[config.mk]
export PLATFORM = sky130hd
export DESIGN_NAME = remote_control_frame_decoder
export DESIGN_NICKNAME = d
export VERILOG_FILES = /design/src/rtl/core/rcfd_pkg.sv /design/src/rtl/core/rcfd_front.sv /design/src/rtl/core/rcfd_queue.sv /design/src/rtl/core/rcfd_back.sv /design/src/rtl/core/remote_control_frame_decoder.sv
export SDC_FILE = /design/constraint.sdc
export NUM_CORES = 2
export LEC_CHECK = 0
export ABC_AREA = 1
export BUFFER_PORTS_ARGS = -buffer_cell sky130_fd_sc_hd__buf_2
export CAP_MARGIN = 30
export CORE_MARGIN = 2
export CORE_UTILIZATION = 65
export CTS_BUF_LIST = sky130_fd_sc_hd__clkbuf_4 sky130_fd_sc_hd__clkbuf_8
export CTS_CLUSTER_SIZE = 16
export DETAILED_ROUTE_END_ITERATION = 16
export GPL_TIMING_DRIVEN = 0
export MAX_ROUTING_LAYER = met4
export PLACE_DENSITY = 0.9
export SLEW_MARGIN = 20
export SYNTH_ARGS = -nofsm -noshare
export SYNTH_HDL_FRONTEND = slang
export SYNTH_HIERARCHICAL = 1
export SYNTH_SLANG_ARGS = --single-unit
[constraint.sdc]
create_clock -name clk -period 24.4 [get_ports clk]
set_clock_uncertainty 0.05 [all_clocks]
set_input_delay 3.66 -clock clk [delete_from_list [all_inputs] [get_ports clk]]
set_output_delay 3.66 -clock clk [all_outputs]
set_load 0.1 [all_outputs]
[src/rtl/core/rcfd_pkg.sv]
// shared types, constants and helper functions for the remote control frame decoder
`default_nettype none

package rcfd_pkg;

    // input word operation codes
    localparam logic OP_BYTE = 1'b0;
    localparam logic OP_TICK = 1'b1;

    // configuration register indexes
    localparam int CFG_INDEX_W = 2;
    localparam int CFG_DATA_W  = 16;
    typedef logic [CFG_INDEX_W-1:0] cfg_index_t;
    localparam cfg_index_t REG_TIMEOUT   = 2'd0;
    localparam cfg_index_t REG_DEAD_ZONE = 2'd1;

    localparam logic [15:0] TIMEOUT_RESET   = 16'd100;
    localparam logic [9:0]  DEAD_ZONE_RESET = 10'd20;

    // frame gathering
    localparam logic [4:0] FRAME_LEN   = 5'd18;
    localparam logic [4:0] COUNT_MAX   = 5'd31;
    localparam int         STORE_IDX_W = 4;
    localparam logic [4:0] STORE_DEPTH = 5'd16;
    localparam logic [15:0] TICK_MAX   = 16'hFFFF;

    // stick scaling: q = (mag * 32768 + 330) / 660 via a rounded-up reciprocal of 2^35 / 660
    localparam logic [10:0] STICK_MID   = 11'd1024;
    localparam logic [25:0] ROUND_HALF  = 26'd330;
    localparam logic [25:0] RECIP       = 26'd52060210;
    localparam int          RECIP_SHIFT = 35;
    localparam logic [14:0] Q15_MAX     = 15'h7FFF;

    // switch codes
    localparam logic [1:0] SW_UP_RAW  = 2'd1;
    localparam logic [1:0] SW_MID_RAW = 2'd3;
    localparam logic [1:0] SW_UP      = 2'd0;
    localparam logic [1:0] SW_MID     = 2'd1;
    localparam logic [1:0] SW_DOWN    = 2'd2;

    localparam int NUM_STICKS = 4;
    localparam int NUM_WORDS  = 5;
    localparam int QUEUE_PTR_W = 1;
    localparam int QUEUE_DEPTH = 2;
    localparam logic [QUEUE_PTR_W:0] QUEUE_FULL = 2'd2;

    typedef struct packed {
        logic       op;
        logic [7:0] rx_byte;
        logic       frame_end;
    } in_word_t;

    typedef struct packed {
        logic signed [15:0] stick0;
        logic signed [15:0] stick1;
        logic signed [15:0] stick2;
        logic signed [15:0] stick3;
        logic [1:0]         switch_left;
        logic [1:0]         switch_right;
        logic signed [15:0] mouse_dx;
        logic signed [15:0] mouse_dy;
        logic signed [15:0] mouse_dz;
        logic [15:0]        mouse_buttons;
        logic [15:0]        key_bits;
        logic               stop;
    } out_word_t;

    // one queued result: raw frame fields or a link-loss marker
    typedef struct packed {
        logic                             lost;
        logic [NUM_STICKS-1:0][10:0]      raw;
        logic [3:0]                       sw_raw;
        logic [NUM_WORDS-1:0][15:0]       word;
    } q_entry_t;

    // fields that ride along the scaling pipeline untouched
    typedef struct packed {
        logic                       lost;
        logic [1:0]                 sw_left;
        logic [1:0]                 sw_right;
        logic [NUM_WORDS-1:0][15:0] word;
    } side_t;

    function automatic logic [1:0] decode_switch(input logic [1:0] raw);
        logic [1:0] code;
        case (raw)
            SW_UP_RAW:  code = SW_UP;
            SW_MID_RAW: code = SW_MID;
            default:    code = SW_DOWN;
        endcase
        return code;
    endfunction

endpackage

`default_nettype wire

[src/rtl/core/rcfd_front.sv]
// front end: frame gathering, length check and link watchdog
`default_nettype none

module rcfd_front (
    input  wire logic               clk,
    input  wire logic               rst_n,
    input  wire logic               in_valid,
    output logic                    in_ready,
    input  wire rcfd_pkg::in_word_t in_word,
    input  wire logic [15:0]        timeout_ticks,
    output logic                    push_valid,
    input  wire logic               push_ready,
    output rcfd_pkg::q_entry_t      push_entry
);

    logic [4:0]  byte_count_reg, byte_count_next;
    logic [15:0] idle_ticks_reg, idle_ticks_next;
    logic        link_up_reg, link_up_next;
    logic [7:0]  frame_store_reg [16];

    logic        accept;
    logic        is_byte;
    logic        is_tick;
    logic [4:0]  count_inc;
    logic [15:0] idle_inc;
    logic        good_frame;
    logic        link_lost;

    assign in_ready = push_ready;
    assign accept   = in_valid && in_ready;
    assign is_byte  = accept && (in_word.op == rcfd_pkg::OP_BYTE);
    assign is_tick  = accept && (in_word.op == rcfd_pkg::OP_TICK);

    always_comb
    begin
        count_inc = (byte_count_reg < rcfd_pkg::COUNT_MAX) ? byte_count_reg + 5'd1
                                                           : byte_count_reg;
        idle_inc  = (idle_ticks_reg < rcfd_pkg::TICK_MAX) ? idle_ticks_reg + 16'd1
                                                          : idle_ticks_reg;
        good_frame = is_byte && in_word.frame_end && (count_inc == rcfd_pkg::FRAME_LEN);
        link_lost  = is_tick && link_up_reg && (idle_inc > timeout_ticks);

        byte_count_next = byte_count_reg;
        idle_ticks_next = idle_ticks_reg;
        link_up_next    = link_up_reg;
        if (is_byte)
        begin
            byte_count_next = in_word.frame_end ? 5'd0 : count_inc;
        end
        if (good_frame)
        begin
            idle_ticks_next = 16'd0;
            link_up_next    = 1'b1;
        end
        if (is_tick)
        begin
            idle_ticks_next = idle_inc;
        end
        if (link_lost)
        begin
            link_up_next = 1'b0;
        end
    end

    always_ff @(posedge clk or negedge rst_n)
    begin
        if (!rst_n)
        begin
            byte_count_reg <= 5'd0;
            idle_ticks_reg <= 16'd0;
            link_up_reg    <= 1'b0;
        end
        else
        begin
            byte_count_reg <= byte_count_next;
            idle_ticks_reg <= idle_ticks_next;
            link_up_reg    <= link_up_next;
        end
    end

    // the last two frame bytes are never reported, so only sixteen are kept
    always_ff @(posedge clk)
    begin
        if (is_byte && (byte_count_reg < rcfd_pkg::STORE_DEPTH))
        begin
            frame_store_reg[byte_count_reg[rcfd_pkg::STORE_IDX_W-1:0]] <= in_word.rx_byte;
        end
    end

    always_comb
    begin
        push_valid = good_frame || link_lost;
        push_entry = '0;
        if (link_lost)
        begin
            push_entry.lost = 1'b1;
        end
        else
        begin
            push_entry.raw[0] = {frame_store_reg[1][2:0], frame_store_reg[0]};
            push_entry.raw[1] = {frame_store_reg[2][5:0], frame_store_reg[1][7:3]};
            push_entry.raw[2] = {frame_store_reg[4][0], frame_store_reg[3],
                                 frame_store_reg[2][7:6]};
            push_entry.raw[3] = {frame_store_reg[5][3:0], frame_store_reg[4][7:1]};
            push_entry.sw_raw = frame_store_reg[5][7:4];
            for (int w = 0; w < rcfd_pkg::NUM_WORDS; w++)
            begin
                push_entry.word[w] = {frame_store_reg[2*w+7], frame_store_reg[2*w+6]};
            end
        end
    end

endmodule

`default_nettype wire

[src/rtl/core/rcfd_queue.sv]
// two-entry result queue between front end and scaling back end
`default_nettype none

module rcfd_queue (
    input  wire logic               clk,
    input  wire logic               rst_n,
    input  wire logic               push_valid,
    output logic                    push_ready,
    input  wire rcfd_pkg::q_entry_t push_entry,
    output logic                    pop_valid,
    input  wire logic               pop_ready,
    output rcfd_pkg::q_entry_t      pop_entry
);

    rcfd_pkg::q_entry_t              mem_reg [rcfd_pkg::QUEUE_DEPTH];
    logic [rcfd_pkg::QUEUE_PTR_W-1:0] wr_ptr_reg, wr_ptr_next;
    logic [rcfd_pkg::QUEUE_PTR_W-1:0] rd_ptr_reg, rd_ptr_next;
    logic [rcfd_pkg::QUEUE_PTR_W:0]   count_reg, count_next;
    logic                             do_push;
    logic                             do_pop;

    assign push_ready = (count_reg != rcfd_pkg::QUEUE_FULL);
    assign pop_valid  = (count_reg != '0);
    assign pop_entry  = mem_reg[rd_ptr_reg];
    assign do_push    = push_valid && push_ready;
    assign do_pop     = pop_valid && pop_ready;

    always_comb
    begin
        wr_ptr_next = do_push ? wr_ptr_reg + 1'b1 : wr_ptr_reg;
        rd_ptr_next = do_pop  ? rd_ptr_reg + 1'b1 : rd_ptr_reg;
        count_next  = count_reg;
        case ({do_push, do_pop})
            2'b10:   count_next = count_reg + 1'b1;
            2'b01:   count_next = count_reg - 1'b1;
            default: count_next = count_reg;
        endcase
    end

    always_ff @(posedge clk or negedge rst_n)
    begin
        if (!rst_n)
        begin
            wr_ptr_reg <= '0;
            rd_ptr_reg <= '0;
            count_reg  <= '0;
        end
        else
        begin
            wr_ptr_reg <= wr_ptr_next;
            rd_ptr_reg <= rd_ptr_next;
            count_reg  <= count_next;
        end
    end

    always_ff @(posedge clk)
    begin
        if (do_push)
        begin
            mem_reg[wr_ptr_reg] <= push_entry;
        end
    end

endmodule

`default_nettype wire

[src/rtl/core/rcfd_back.sv]
// back end: stick dead zone and scaling pipeline, switch decode, output register
`default_nettype none

module rcfd_back (
    input  wire logic               clk,
    input  wire logic               rst_n,
    input  wire logic [9:0]         dead_zone,
    input  wire logic               pop_valid,
    output logic                    pop_ready,
    input  wire rcfd_pkg::q_entry_t pop_entry,
    output logic                    out_valid,
    input  wire logic               out_ready,
    output rcfd_pkg::out_word_t     out_word
);

    // stage a: magnitude, sign, dead zone flag, rounded numerator
    logic                a_valid_reg;
    logic [25:0]         a_num_reg  [rcfd_pkg::NUM_STICKS];
    logic                a_neg_reg  [rcfd_pkg::NUM_STICKS];
    logic                a_zero_reg [rcfd_pkg::NUM_STICKS];
    rcfd_pkg::side_t     a_side_reg;
    logic [25:0]         a_num_next  [rcfd_pkg::NUM_STICKS];
    logic                a_neg_next  [rcfd_pkg::NUM_STICKS];
    logic                a_zero_next [rcfd_pkg::NUM_STICKS];
    rcfd_pkg::side_t     a_side_next;

    // stage b: quotient from reciprocal product
    logic                b_valid_reg;
    logic [15:0]         b_q_reg    [rcfd_pkg::NUM_STICKS];
    logic                b_neg_reg  [rcfd_pkg::NUM_STICKS];
    logic                b_zero_reg [rcfd_pkg::NUM_STICKS];
    rcfd_pkg::side_t     b_side_reg;
    logic [15:0]         b_q_next   [rcfd_pkg::NUM_STICKS];

    logic                out_valid_reg;
    rcfd_pkg::out_word_t out_word_reg, out_word_next;

    logic free_o;
    logic free_b;
    logic free_a;

    assign free_o    = !out_valid_reg || out_ready;
    assign free_b    = !b_valid_reg || free_o;
    assign free_a    = !a_valid_reg || free_b;
    assign pop_ready = free_a;
    assign out_valid = out_valid_reg;
    assign out_word  = out_word_reg;

    always_comb
    begin
        logic [10:0] raw;
        logic [10:0] mag;
        for (int k = 0; k < rcfd_pkg::NUM_STICKS; k++)
        begin
            raw = pop_entry.raw[k];
            if (raw >= rcfd_pkg::STICK_MID)
            begin
                mag           = raw - rcfd_pkg::STICK_MID;
                a_neg_next[k] = 1'b0;
            end
            else
            begin
                mag           = rcfd_pkg::STICK_MID - raw;
                a_neg_next[k] = 1'b1;
            end
            a_zero_next[k] = (mag < {1'b0, dead_zone});
            a_num_next[k]  = {mag, 15'd0} + rcfd_pkg::ROUND_HALF;
        end
        a_side_next.lost     = pop_entry.lost;
        a_side_next.sw_left  = rcfd_pkg::decode_switch(pop_entry.sw_raw[3:2]);
        a_side_next.sw_right = rcfd_pkg::decode_switch(pop_entry.sw_raw[1:0]);
        a_side_next.word     = pop_entry.word;
    end

    always_comb
    begin
        logic [51:0] prod;
        for (int k = 0; k < rcfd_pkg::NUM_STICKS; k++)
        begin
            prod        = a_num_reg[k] * rcfd_pkg::RECIP;
            b_q_next[k] = prod[rcfd_pkg::RECIP_SHIFT +: 16];
        end
    end

    always_comb
    begin
        logic [14:0]        sat;
        logic signed [15:0] val [rcfd_pkg::NUM_STICKS];
        for (int k = 0; k < rcfd_pkg::NUM_STICKS; k++)
        begin
            sat = (b_q_reg[k] > {1'b0, rcfd_pkg::Q15_MAX}) ? rcfd_pkg::Q15_MAX
                                                           : b_q_reg[k][14:0];
            if (b_zero_reg[k])
            begin
                val[k] = 16'sd0;
            end
            else if (b_neg_reg[k])
            begin
                val[k] = -$signed({1'b0, sat});
            end
            else
            begin
                val[k] = $signed({1'b0, sat});
            end
        end
        out_word_next.stick0        = val[0];
        out_word_next.stick1        = val[1];
        out_word_next.stick2        = val[2];
        out_word_next.stick3        = val[3];
        out_word_next.switch_left   = b_side_reg.sw_left;
        out_word_next.switch_right  = b_side_reg.sw_right;
        out_word_next.mouse_dx      = b_side_reg.word[0];
        out_word_next.mouse_dy      = b_side_reg.word[1];
        out_word_next.mouse_dz      = b_side_reg.word[2];
        out_word_next.mouse_buttons = b_side_reg.word[3];
        out_word_next.key_bits      = b_side_reg.word[4];
        out_word_next.stop          = (b_side_reg.sw_right == rcfd_pkg::SW_DOWN);
        if (b_side_reg.lost)
        begin
            out_word_next              = '0;
            out_word_next.switch_left  = rcfd_pkg::SW_DOWN;
            out_word_next.switch_right = rcfd_pkg::SW_DOWN;
            out_word_next.stop         = 1'b1;
        end
    end

    always_ff @(posedge clk or negedge rst_n)
    begin
        if (!rst_n)
        begin
            a_valid_reg   <= 1'b0;
            b_valid_reg   <= 1'b0;
            out_valid_reg <= 1'b0;
        end
        else
        begin
            if (free_a)
            begin
                a_valid_reg <= pop_valid;
            end
            if (free_b)
            begin
                b_valid_reg <= a_valid_reg;
            end
            if (free_o)
            begin
                out_valid_reg <= b_valid_reg;
            end
        end
    end

    always_ff @(posedge clk)
    begin
        if (free_a)
        begin
            a_num_reg  <= a_num_next;
            a_neg_reg  <= a_neg_next;
            a_zero_reg <= a_zero_next;
            a_side_reg <= a_side_next;
        end
        if (free_b)
        begin
            b_q_reg    <= b_q_next;
            b_neg_reg  <= a_neg_reg;
            b_zero_reg <= a_zero_reg;
            b_side_reg <= a_side_reg;
        end
        if (free_o)
        begin
            out_word_reg <= out_word_next;
        end
    end

endmodule

`default_nettype wire

[src/rtl/core/remote_control_frame_decoder.sv]
// top level of the remote control frame decoder
`default_nettype none

// Takes one input word per cycle: either a received frame byte (with a
// frame-end mark) or a time tick. A frame of exactly 18 bytes gives one
// result word with four dead-zoned, Q1.15-scaled sticks, both decoded
// switches, mouse and key words and a stop flag; any other length is dropped
// silently. When more ticks than timeout_ticks pass after the last good frame,
// one stop word with neutral fields is given and the link stays down until
// the next good frame. Sustained rate is one input word per clock while the
// queue can take entries; a result reaches out_valid through the queue and
// then the three-stage scaling pipeline (magnitude, reciprocal multiply,
// saturate into the output register). A two-deep queue between the
// front end and the pipeline lets input keep flowing while a result waits.
// Configuration writes are taken at once and must only happen while idle.

module remote_control_frame_decoder (
    input  wire logic                          clk,
    input  wire logic                          rst_n,
    // input word channel
    input  wire logic                          in_valid,
    output logic                               in_ready,
    input  wire rcfd_pkg::in_word_t            in_word,
    // result word channel
    output logic                               out_valid,
    input  wire logic                          out_ready,
    output rcfd_pkg::out_word_t                out_word,
    // configuration write port
    input  wire logic                          cfg_we,
    input  wire rcfd_pkg::cfg_index_t          cfg_index,
    input  wire logic [rcfd_pkg::CFG_DATA_W-1:0] cfg_data
);

    // configuration registers
    logic [15:0] timeout_ticks_reg;
    logic [9:0]  dead_zone_reg;

    // front end to queue
    logic               push_valid;
    logic               push_ready;
    rcfd_pkg::q_entry_t push_entry;

    // queue to back end
    logic               pop_valid;
    logic               pop_ready;
    rcfd_pkg::q_entry_t pop_entry;

    // writes to unknown indexes are ignored
    always_ff @(posedge clk or negedge rst_n)
    begin
        if (!rst_n)
        begin
            timeout_ticks_reg <= rcfd_pkg::TIMEOUT_RESET;
            dead_zone_reg     <= rcfd_pkg::DEAD_ZONE_RESET;
        end
        else if (cfg_we)
        begin
            case (cfg_index)
                rcfd_pkg::REG_TIMEOUT:   timeout_ticks_reg <= cfg_data[15:0];
                rcfd_pkg::REG_DEAD_ZONE: dead_zone_reg     <= cfg_data[9:0];
                default:                 timeout_ticks_reg <= timeout_ticks_reg;
            endcase
        end
    end

    // byte gathering, length check, watchdog
    rcfd_front u_front (
        .clk           (clk),
        .rst_n         (rst_n),
        .in_valid      (in_valid),
        .in_ready      (in_ready),
        .in_word       (in_word),
        .timeout_ticks (timeout_ticks_reg),
        .push_valid    (push_valid),
        .push_ready    (push_ready),
        .push_entry    (push_entry)
    );

    // decouples front end from the scaling pipeline
    rcfd_queue u_queue (
        .clk        (clk),
        .rst_n      (rst_n),
        .push_valid (push_valid),
        .push_ready (push_ready),
        .push_entry (push_entry),
        .pop_valid  (pop_valid),
        .pop_ready  (pop_ready),
        .pop_entry  (pop_entry)
    );

    // stick scaling, switch decode, output register
    rcfd_back u_back (
        .clk       (clk),
        .rst_n     (rst_n),
        .dead_zone (dead_zone_reg),
        .pop_valid (pop_valid),
        .pop_ready (pop_ready),
        .pop_entry (pop_entry),
        .out_valid (out_valid),
        .out_ready (out_ready),
        .out_word  (out_word)
    );

endmodule

`default_nettype wire

Word level (Yosys, flattened, before mapping). Memory sizes are Yosys's and may differ from the RTL's. Cells that the tools add are included.

Mux-type cells: 32. Bitwise operators: 5. $mul: 4. Reduce and logical (&&, ||, !) cells: 32. Div/mod/pow operators: 0. Add/subtract/negate cells: 22. Shifts and indexed selects: 0. $lt $le $gt $ge: 16. Equality and inequality tests: 10.

Operators with widths (number): 26-bit by 25-bit multiplier with 50-bit output, second input constant (4); 128-bit 2-to-1 mux (1); 15-bit 2-to-1 mux (8); 26-bit by 9-bit adder with 26-bit output, second input constant (4); 16-bit by 15-bit greater-than comparator with 1-bit output, second input constant (4); 15-bit negator with 16-bit output (4); 16-bit 2-to-1 mux (3); 11-bit greater-or-equal comparator, second input constant (4); 11-bit by 10-bit less-than comparator with 1-bit output (4); 11-bit 2-to-1 mux (4); 11-bit subtractor, first input constant (4); 11-bit subtractor, second input constant (4); 16-bit by 1-bit adder with 16-bit output, second input constant (1); 16-bit greater-than comparator (1); 16-bit less-than comparator, second input constant (1); 2-bit one-hot mux with 2 select lines (3); 3-bit OR reduction (4); 1-bit 2-to-1 mux (11); 1-bit logical AND (10); 5-bit less-than comparator, second input constant (2); 5-bit 2-to-1 mux (2); 2-bit by 1-bit == test with 1-bit output, second input constant (4); 2-bit == test, second input constant (4); 2-bit nonzero test (4); other kinds (12) (26).

Bits of input ports: 33. Memory bits (writable): 386. Output and inout port bits: 151. ROM bits: 0. Register bits after elaboration: 558. Memories: 2. Logic and storage cells: 190. Latch bits: 0.

Memory list: u_queue.mem_reg (words 2, bits a word 129, rd ports 1, clocked after memory_dff 0, write ports 1, line rcfd_queue.sv:15) `rcfd_pkg::q_entry_t mem_reg [rcfd_pkg::QUEUE_DEPTH];`; u_front.frame_store_reg (words 16, bits a word 8, rd ports 16, clocked after memory_dff 0, write ports 1, line rcfd_front.sv:19) `logic [7:0] frame_store_reg [16];`.

Logic depth before layout (Yosys ltp).
Depth in word-level cells: 9. Gate-level depth with buffers: 27. Mapped depth without buffers: 26.

Modules after synthesis. The synthesis kept the hierarchy.

Modules (own cells, without submodules): rcfd_back (cells each 4643, instances 1, seq. area each 13377.8 µm², area an instance 40072.2 µm²); rcfd_queue (cells each 704, instances 1, seq. area each 7847.5 µm², area an instance 9633.0 µm²); rcfd_front (cells each 613, instances 1, seq. area each 4394.2 µm², area an instance 7497.2 µm²); remote_control_frame_decoder (cells each 115, instances 1, seq. area each 656.9 µm², area an instance 1077.3 µm²).

Worst setup path after synthesis. Ideal clock, no wire load.

Path kind: in2reg. From: in out_ready. To: reg u_queue/count_reg[1] in the netlist's numbering. Buffers on the path: 0. Cell stages on the path: 11. Arrival: 11.056 ns. Library setup time: 0.117 ns. Data required time: 24.233 ns. Setup slack: 13.177 ns. Cell sequence: inv_1 nand2_1 nor2_1 nand2_1 nand2_1 inv_1 ha_1 inv_1 nand3_1 nand2_1 nand2_1.

Word-level cells in the longest chain between the ends: 6. Elaborated cells on any way between the ends: 8. Those cells by class: eq/ne: 2; mux: 1; reduce/logical: 5.

RTL lines: from (decl) (line remote_control_frame_decoder.sv:26) `input wire logic out_ready,`; 1-bit logical OR (*) (line rcfd_back.sv:42) `assign free_o = !out_valid_reg || out_ready;`; net u_back.free_o (line rcfd_back.sv:38) `logic free_o;`; 1-bit logical OR (*) (line rcfd_back.sv:43) `assign free_b = !b_valid_reg || free_o;`; 1-bit logical OR (*) (line rcfd_back.sv:44) `assign free_a = !a_valid_reg || free_b;`; net pop_ready (line remote_control_frame_decoder.sv:45) `logic pop_ready;`; 1-bit logical AND (*) (line rcfd_queue.sv:26) `assign do_pop = pop_valid && pop_ready;`; net u_queue.do_pop (line rcfd_queue.sv:20) `logic do_pop;`; 2-bit by 1-bit == test with 1-bit output or 2-bit == test (tied branches) (line rcfd_queue.sv:33) `case ({do_push, do_pop})`; 2-bit one-hot mux with 2 select lines or 2-bit nonzero test (tied branches); to (signal assigned) (line rcfd_queue.sv:52) `count_reg <= count_next;`; to (decl) (line rcfd_queue.sv:18) `logic [rcfd_pkg::QUEUE_PTR_W:0] count_reg, count_next;`.

Mark *: on every way through the listed nets, which the timed path passes. The rest lies on a longest branch. A chain may end at the register's enable or synchronous reset.

==> key figures <==
Run status
  – Outcome: completed

Clocking
  – Longest Clk Path Bufs: 3
  – Post-CTS Setup Inserts: 0
  – CTS tree: built
  – Cts bufs inserted: 139
  – Clock Latency Late Sink: 0.85 ns
  – Clk root buf: clkbuf_8
  – H-tree levels: 4
  – # hold bufs at CTS: 0
  – Post-cts resize count: 0
  – Clock slew at reported path FFs: 0.07 ns
  – CTS sink count: between 800 and 900

Timing
  – Slew HR: 0.302
  – Fin. Hold Viols: 0
  – Slew Limit Fails: 0
  – Post-Route Setup TNS: 0 ns
  – Final period util: 0.264
  – Worst setup margin: between 15 and 20 ns
  – Final setup viols: 0
  – Max Fclk: 155 MHz
  – Worst-Margin Slew: 1.05 ns
  – Crit path time final: 6.44 ns
  – Unrepaired setup endpoints after global routing: false

Critical path
  – Crit-path max FO: 12
  – Delay of the slowest critical-path stage: 0.74 ns
  – R2R depth: 20
  – Crit path required time: 24.89 ns
  – Crit start category: register
  – Worst R2R Start: u_back/a_num_reg[16]$_DFFE_PP_
  – CP max-delay cell: edfxtp_1
  – Setup CP Type: reg -> reg
  – WP data arrival: 6.93 ns
  – Register-to-register setup slack: between 15 and 20 ns
  – Reg2reg end: u_back/b_q_reg[12]$_DFFE_PP_
  – Most common cell on crit path: ha_1
  – CP endpoint kind: register
  – CP cell instances: inv_1 > ha_1 > xnor2_1 > inv_1 > ha_1 > fa_1 > inv_1 > fa_1 > inv_1 > ha_1 > ha_1 > ha_1 > ha_1 > nand2_1 > nor2_1 > nand2_1 > nor2_1 > nand3_1 > nand4_1 > nand2_1

Synth
  – Ys async rst share: 0.0622
  – Post-Syn Area: between 50000 and 60000 sq um
  – Average size of a mapped cell: roughly 9.6 sq um
  – Post-synth top area share: 0.427
  – Number of synthesized flops with an enable pin: 829
  – Netlist cell types: 61
  – YS warnings: 6
  – Yosys top cell by area: edfxtp_1
  – Top cells by area, synth: edfxtp_1 43%, ha_1 15%, nand2_1 11%
  – Syn nets: ~7000
  – Register area share after synthesis: 0.451
  – Main synth FF type: edfxtp_1
  – Register bit total from synthesis: about 880
  – Syn Inst Count: roughly 6000

Floorplanning
  – Initial Utilization: 0.657
  – Number of top-level pins: around 180
  – Core area: between 80000 and 90000 sq um
  – Die Area: 92100 sq um
  – Chip Width: between 300 and 400 microns
  – # rows: between 100 and 150
  – Die height: roughly 300 microns

Detailed routing
  – WL/cell: around 20 microns
  – DRC viols: 0
  – Drt pass-1 iters: 7
  – Total wire length: 157000 microns
  – DRT antenna net count: 0
  – Vias per cell: ~5.8
  – Iteration-0 DRC Markers: 5231
  – Via count: 44718

Global routing
  – Gr usage total: 0.355
  – Global route total overflow: 0
  – First-pass GRT wire length: about 240000 microns
  – Vias in the first global route: 45455
  – Largest net degree at the start of global routing: 99
  – Initial antenna violation count: 2

Finish
  – Share of layout cells above drive strength 1: 0.102
  – Max FFs per register: approximately 260
  – Final Non-Filler Cells: roughly 7700
  – Nets: 7355
  – Utilization after layout: 0.721
  – Area Overhead vs Synth: 9.67%

Placed design
  – Dpl cells: between 7000 and 8000
  – Port bufs: about 180
  – Final HPWL DP: approximately 110000 microns
  – Post-Place Setup Slack: 17.67 ns
  – Routability cong.: around 0.97

Run
  – Max_cap viols: 0

Hold path
  – Worst hold start: u_back/a_side_reg[84]$_DFFE_PP_
  – Hold Path End: u_back/b_side_reg[84]$_DFFE_PP_
  – Hold Crit Depth: 0
  – Worst hold path type: reg -> reg
[placed cells by master (no fill, tap or decap), types with 80 or more instances in the layout]
cell type / synthesis / layout
inv_1: 1107 / 1106
clkbuf_8: 0 / 143
nand2_1: 1632 / 1630
nor2_1: 445 / 443
a21oi_1: 190 / 190
fa_1: 194 / 194
edfxtp_1: 829 / 829
nand3_1: 212 / 212
ha_1: 714 / 714
a21boi_2: 80 / 80
buf_2: 34 / 215
[routing by layer]
| metal | GRT usage | part of all wire | vias to the layer above |
|---|---|---|---|
| met5 | - | 0 | - |
| met4 | 0.194 | 0.057 | 0 |
| met3 | 0.0621 | 0.092 | 757 |
| met2 | 0.579 | 0.48 | 2807 |
| met1 | 0.422 | 0.37 | 20771 |
| li1 | - | - | 20383 |
[logic make-up (layout without fill, tap and decap cells)]
family          Yosys count  count (layout)  synth area share
fa+ha+maj               908             908             0.220
flops                   884             884             0.451
buf+inv                1219            1664            0.0847
xor+xnor                 99              99            0.0149
simple gates           2501            2501             0.176
other cells               0               3                 0
compound gates          464             464            0.0534
[stage by stage]
stage / cell area [sq um] / hold WS (ns)
6_report: 63900 / 0.354
5_1_grt: 63900 / 0.343
2_1_floorplan: 58300 / 0.350
3_5_place_dp: 61100 / 0.355
3_3_place_gp: 60600 / 0.352
4_1_cts: 63900 / 0.341
[critical path, delay by kind of cell, from the launching register on]
family / cells / cell delay (ns)
adders and majority gates: 8 / 3.30
buffers and inverters: 4 / 0.59
DFF: 1 / 0.74
and+or+nand+nor: 7 / 1.01
xor gates and xnor gates: 1 / 0.44
[cells in the mapped netlist, types with 15 or more instances]
cell type and count:
nand2_1 1632, clkbuf_1 29, a21boi_1 30, xnor2_1 27, o21bai_1 26, fa_1 194
nand2_2 15, ha_1 714, buf_6 19, nand4_1 76, dfrtp_1 50, nor3_1 43
a21oi_1 190, a21boi_2 80, nor2_1 445, a21boi_0 18, xor2_1 72, buf_2 34
edfxtp_1 829, o21ai_0 76, inv_1 1107, nand3_1 212
[area by class of cell]
class                           count  area (sq um)
Antenna cell                        3          7.51
Buffer                            100           733
Clock buffer                      181          2250
Clock inverter                     66           554
Fill cell                        5820         24700
Inverter                         1119          4210
Multi-Input combinational cell   3972         27100
Sequential cell                   884         26300
Tap cell                         1165          1460
Timing Repair Buffer              198          1310
[how the worst max path moves through the flow]
stage                                   start  cells past startpoint  slack (ns)                                to
2_1_floorplan                       out_ready                     11       13.18  u_queue/count_reg[1]$_DFFE_PN0P_
3_3_place_gp                        out_ready                     12        9.95  u_queue/count_reg[1]$_DFFE_PN0P_
3_5_place_dp                       in_word[9]                     13       17.67  u_queue/mem_reg[0][50]$_DFFE_PP_
4_1_cts        u_back/a_num_reg[16]$_DFFE_PP_                     20       18.07       u_back/b_q_reg[9]$_DFFE_PP_
5_1_grt        u_back/a_num_reg[16]$_DFFE_PP_                     20       17.70       u_back/b_q_reg[9]$_DFFE_PP_
6_report       u_back/a_num_reg[16]$_DFFE_PP_                     20       17.96      u_back/b_q_reg[12]$_DFFE_PP_
Power is left out: the tool's default activity adds up to more than one toggle a clock period on the data nets, which glitch-free logic cannot reach.
